File: src/design/boxds_pkg.sv
// ----------------------------------------------------------------------------
// boxds_pkg
// Shared types and constants of the box average downsampler: controller
// states, the command and status groups between controller and datapath,
// and the fixed field widths.
// ----------------------------------------------------------------------------
`default_nettype none

package boxds_pkg;

    localparam int PIX_W       = 8;   // input pixel width
    localparam int SUM_W       = 16;  // width of one running block sum
    localparam int QUOT_W      = 8;   // width of the averaged result
    localparam int STEP_W      = 3;   // index of one quotient bit
    localparam int COORD_W     = 12;  // output coordinate width
    localparam int SIZE_CFG_W  = 13;  // image_width and image_height
    localparam int FACT_CFG_W  = 5;   // block_factor
    localparam int APB_DATA_W  = 32;
    localparam int APB_ADDR_W  = 4;

    typedef enum logic [1:0] {
        REG_IMAGE_WIDTH  = 2'd0,
        REG_IMAGE_HEIGHT = 2'd1,
        REG_BLOCK_FACTOR = 2'd2
    } reg_idx_t;

    typedef enum logic [1:0] {
        S_IDLE,
        S_ACCUM,
        S_DIV,
        S_EMIT
    } state_t;

    typedef struct packed {
        logic              accept;    // latch pixel, read column sum, step counters
        logic              accum;     // add pixel, write column sum back
        logic              div_en;    // one restoring division step
        logic [STEP_W-1:0] div_step;  // quotient bit being resolved
        logic              load_out;  // move quotient into the output register
    } cmd_t;

    typedef struct packed {
        logic active;    // current pixel belongs to a whole block
        logic complete;  // latched pixel closes its block
    } status_t;

endpackage

`default_nettype wire

File: src/design/boxds_ctrl.sv
// ----------------------------------------------------------------------------
// boxds_ctrl
// Controller of the box average downsampler. Sequences pixel accept,
// column sum update, the bit-serial division and the result handoff.
// ----------------------------------------------------------------------------
`default_nettype none

module boxds_ctrl (
    input  wire logic              clk,
    input  wire logic              rst_n,
    input  wire logic              pix_valid,
    output logic                   pix_ready,
    output logic                   res_valid,
    input  wire logic              res_ready,
    input  wire boxds_pkg::status_t status,
    output boxds_pkg::cmd_t        cmd
);

    boxds_pkg::state_t                 state_reg, state_next;
    logic [boxds_pkg::STEP_W-1:0]      step_reg, step_next;
    logic                              res_valid_reg, res_valid_next;

    always_ff @(posedge clk or negedge rst_n)
    begin
        if (!rst_n)
        begin
            state_reg     <= boxds_pkg::S_IDLE;
            step_reg      <= '0;
            res_valid_reg <= 1'b0;
        end
        else
        begin
            state_reg     <= state_next;
            step_reg      <= step_next;
            res_valid_reg <= res_valid_next;
        end
    end

    always_comb
    begin
        cmd            = '0;
        state_next     = state_reg;
        step_next      = step_reg;
        pix_ready      = 1'b0;
        res_valid_next = res_valid_reg && !res_ready;
        unique case (state_reg)
            boxds_pkg::S_IDLE:
            begin
                pix_ready = 1'b1;
                if (pix_valid)
                begin
                    cmd.accept = 1'b1;
                    if (status.active)
                        state_next = boxds_pkg::S_ACCUM;
                end
            end
            boxds_pkg::S_ACCUM:
            begin
                cmd.accum = 1'b1;
                if (status.complete)
                begin
                    step_next  = boxds_pkg::STEP_W'(boxds_pkg::QUOT_W - 1);
                    state_next = boxds_pkg::S_DIV;
                end
                else
                    state_next = boxds_pkg::S_IDLE;
            end
            boxds_pkg::S_DIV:
            begin
                cmd.div_en   = 1'b1;
                cmd.div_step = step_reg;
                if (step_reg == '0)
                    state_next = boxds_pkg::S_EMIT;
                else
                    step_next = step_reg - boxds_pkg::STEP_W'(1);
            end
            boxds_pkg::S_EMIT:
            begin
                // The output register is free or is emptied at this edge.
                if (!res_valid_reg || res_ready)
                begin
                    cmd.load_out   = 1'b1;
                    res_valid_next = 1'b1;
                    state_next     = boxds_pkg::S_IDLE;
                end
            end
        endcase
    end

    assign res_valid = res_valid_reg;

`ifndef SYNTHESIS
    a_active_to_accum: assert property (@(posedge clk) disable iff (!rst_n)
        (pix_valid && pix_ready && status.active) |=> state_reg == boxds_pkg::S_ACCUM)
        else $error("active pixel did not enter accumulation");

    a_complete_to_div: assert property (@(posedge clk) disable iff (!rst_n)
        (state_reg == boxds_pkg::S_ACCUM && status.complete)
        |=> (state_reg == boxds_pkg::S_DIV &&
             step_reg == boxds_pkg::STEP_W'(boxds_pkg::QUOT_W - 1)))
        else $error("division did not start at the top quotient bit");

    a_div_done: assert property (@(posedge clk) disable iff (!rst_n)
        (state_reg == boxds_pkg::S_DIV && step_reg == '0) |=> state_reg == boxds_pkg::S_EMIT)
        else $error("division did not end after the last quotient bit");

    a_load_sets_valid: assert property (@(posedge clk) disable iff (!rst_n)
        cmd.load_out |=> res_valid_reg)
        else $error("loaded result is not presented");
`endif

endmodule

`default_nettype wire

File: config.mk
export PLATFORM = sky130hd
export DESIGN_NAME = boxds_ctrl
export DESIGN_NICKNAME = d
export VERILOG_FILES = /design/src/design/boxds_pkg.sv /design/src/design/boxds_ctrl.sv
export SDC_FILE = /design/constraint.sdc
export NUM_CORES = 1
export LEC_CHECK = 0
export BUFFER_PORTS_ARGS = -buffer_cell sky130_fd_sc_hd__buf_2
export CAP_MARGIN = 20
export CORE_AREA = 2 2 39 41
export DETAILED_ROUTE_END_ITERATION = 16
export DIE_AREA = 0 0 41 43
export GPL_TIMING_DRIVEN = 0
export MAX_ROUTING_LAYER = met4
export PLACE_DENSITY = 0.6
export SLEW_MARGIN = 20
export SYNTH_ARGS = -nofsm -noshare
export SYNTH_HDL_FRONTEND = slang
export SYNTH_SLANG_ARGS = --single-unit
export TNS_END_PERCENT = 20
File: constraint.sdc
create_clock -name clk -period 2.6 [get_ports clk]
set_input_delay 0.65 -clock clk [delete_from_list [all_inputs] [get_ports clk]]
set_output_delay 0.65 -clock clk [all_outputs]
set_load 0.03 [all_outputs]
==> impl_metrics.env <==
export IMPL_outcome="completed"
export IMPL_post_cts_resized=0
export IMPL_place_hpwl_microns=628
export IMPL_wl_microns=807
export IMPL_r2r_cells=5
export IMPL_yosys_cell_types_count=20
export IMPL_end_kind="output port"
export IMPL_via_count=353
export IMPL_timing_rr_start="step_reg[0]"
export IMPL_nFillCells=164
export IMPL_synth_compound_area_share_pct=13.2
export IMPL_syn2layout_area_growth_pct=29.7
export IMPL_synthCells=44
export IMPL_criticalPathCategory="flop to output port"
export IMPL_final_cell_mix="buf_2 (14), dfrtp_1 (6), o21ai_0 (5)"
export IMPL_fin_ws_ns=0.708
export IMPL_synthAdderAreaFrac_pct=6.60
export IMPL_post_place_ws_ns=0.726
export IMPL_ff_latch_area_sq_um=150
export IMPL_clockBufferDepth=2
export IMPL_hold_buffers=0
export IMPL_grt_use_total_pct=11.0
export IMPL_cts_buffers_inserted=3
export IMPL_gp_congestion=0.687
export IMPL_grt_max_degree=11
export IMPL_ys_warnings_count=0
export IMPL_port_buffers=14
export IMPL_synth_top_area_share_pct=39.6
export IMPL_reg2reg_to="step_reg[0]"
export IMPL_final_nets=71
export IMPL_core_sq_um=1380
export IMPL_drt_iter0_markers=4
export IMPL_max_vdd_ir_drop_uv=441
export IMPL_place_area_sq_um=469
export IMPL_grt_pass1_wl_microns=1260
export IMPL_endpoint="cmd[3]"
export IMPL_synth_fp_nets=52
export IMPL_antenna_found_initial=0
export IMPL_grt_pass1_vias=305
export IMPL_fin_crit_sh_pct=72.8
export IMPL_path_clk_slew_ns=0.04
export IMPL_io_pins=15
export IMPL_synth_area_sq_um=379
export IMPL_synthMuxAreaShare_pct=0
export IMPL_rsz0062_at_grt="false"
export IMPL_fin_skew_ns=0.00137
export IMPL_detail_route_wl_per_cell_microns=10.5
export IMPL_syn_mean_instance_area_sq_um=8.62
export IMPL_setup_viol=0
export IMPL_final_antenna_net_count=0
export IMPL_post_synth_top_area_cell="dfrtp_1"
export IMPL_tightest_slew_ns=0.302
export IMPL_fmax_ghz=0.529
export IMPL_timing_final_hold_violations=0
export IMPL_dr_pass1_iters=4
export IMPL_max_cap_violations=0
export IMPL_layout_commonest_cell="buf_2"
export IMPL_cts_sinks=6
export IMPL_cp_start_kind="flop"
export IMPL_rrSetupSlack_ns=1.18
export IMPL_remaining_drc_errors=0
export IMPL_power_w=0.000729
export IMPL_critPathArrivalTime_ns=1.24
export IMPL_worst_path_max_fanout=10
export IMPL_timing_hold_ws_ns=0.220
export IMPL_cp_data_required_time_ns=1.95
export IMPL_row_count=14
export IMPL_cts_tree="yes"
export IMPL_floorplan_initialDensity_pct=27.4
export IMPL_power_density_nw_per_um2=1480
export IMPL_die_area_sq_um=1760
export IMPL_post_cts_buffers=0
export IMPL_vias_per_cell=4.58
export IMPL_diodes=0
export IMPL_synth_xor_area_share_pct=0
export IMPL_layout_drive_gt1_share_pct=37.7
export IMPL_drv_slew=0
export IMPL_period_minus_slack_ns=1.89
export IMPL_finalSetupTns_ns=0
export IMPL_die_h_microns=43
export IMPL_htree_levels=1
export IMPL_synth_area_top_cells="dfrtp_1 (40%), ha_1 (6.6%), o21ai_0 (6.6%)"
export IMPL_gr_total_overflow=0
export IMPL_ys_seq_elements=6
export IMPL_die_width_microns=41
export IMPL_seq_area_frac_synth_pct=39.6
export IMPL_worstSkewPairLatency_ns=0.24
export IMPL_synth_top_family_by_area="simple AND/OR/NAND/NOR gates"
export IMPL_multi_input_area_sq_um=195
export IMPL_p_leak_nw=0.266
export IMPL_min_path_type="primary input to asynchronous set/reset pin"
export IMPL_stdcell_area_sq_um=492
export IMPL_clock_root_buffer="clkbuf_4"
export IMPL_slew_headroom_pct=79.8
export IMPL_synth_simple_area_share_pct=31.7
==> cells in the mapped netlist (all sizes together) <==
| library cell | number |
|---|---|
| dfrtp | 6 |
| o21ai | 5 |
| inv | 4 |
| nand2 | 4 |
| nor2 | 4 |
| nor2b | 3 |
| a21oi | 2 |
| and2 | 2 |
| and2b | 2 |
| buf | 2 |
| ha | 2 |
| nand3 | 2 |
| or4 | 2 |
| and3b | 1 |
| nand2b | 1 |
| o22ai | 1 |
| o311ai | 1 |
==> routing by layer <==
| layer | GRT usage, % | up-vias | wire, microns |
|---|---|---|---|
| met2 | 15.3 | 11 | 416 |
| met4 | 6.00 | 0 | 11 |
| met1 | 13.8 | 158 | 337 |
| li1 | - | 182 | - |
| met3 | 3.14 | 2 | 42 |
| met5 | - | - | 0 |
==> final cells by class <==
cell class              instances  share of cell area (%)
plain buffers                   2                    3.82
clock buffers                   3                    4.58
inverters                       4                    3.05
multi-input cells              32                    39.7
flip-flops and latches          6                    30.5
well taps                      16                    4.07
repair buffers                 14                    14.2
==> where the power goes <==
group	leakage, nW	switching, W	internal (W)	total (W)
Combinational	0.178	0.000303	0.000167	0.000470
Sequential	0.0735	0.0000323	0.000142	0.000174
Clock	0.0138	0.0000325	0.0000521	0.0000847
==> worst min path at each step <==
stage	slack, ns	endpoint	cells past startpoint
after floorplan	0.35	asynchronous set/reset pin	0
after global placement	0.48	asynchronous set/reset pin	1
after detailed placement	0.48	asynchronous set/reset pin	1
after CTS	0.22	step_reg[2]	1
after global routing	0.22	step_reg[0]	1
final	0.22	step_reg[0]	1
==> kinds of logic after synthesis <==
kind of cell               count (synthesis)
buffers and inverters                      6
and+or+nand+nor                           21
DFF                                        6
adders and majority gates                  2
AOI/OAI and AO/OA                          9
==> worst max-delay path, cell delays in order (launching register included) <==
cell and delay [ns]:
dfrtp_1 0.35, buf_4 0.17, and2b_4 0.17, and2_1 0.14, buf_2 0.17
==> stage by stage <==
stage	utilization, %	cells
after CTS	35.5	77
after global routing	35.5	77
after floorplan	-	44
after detailed placement	33.9	74
after global placement	33.9	74
final	35.5	77
(Power assumes the default switching activity.)
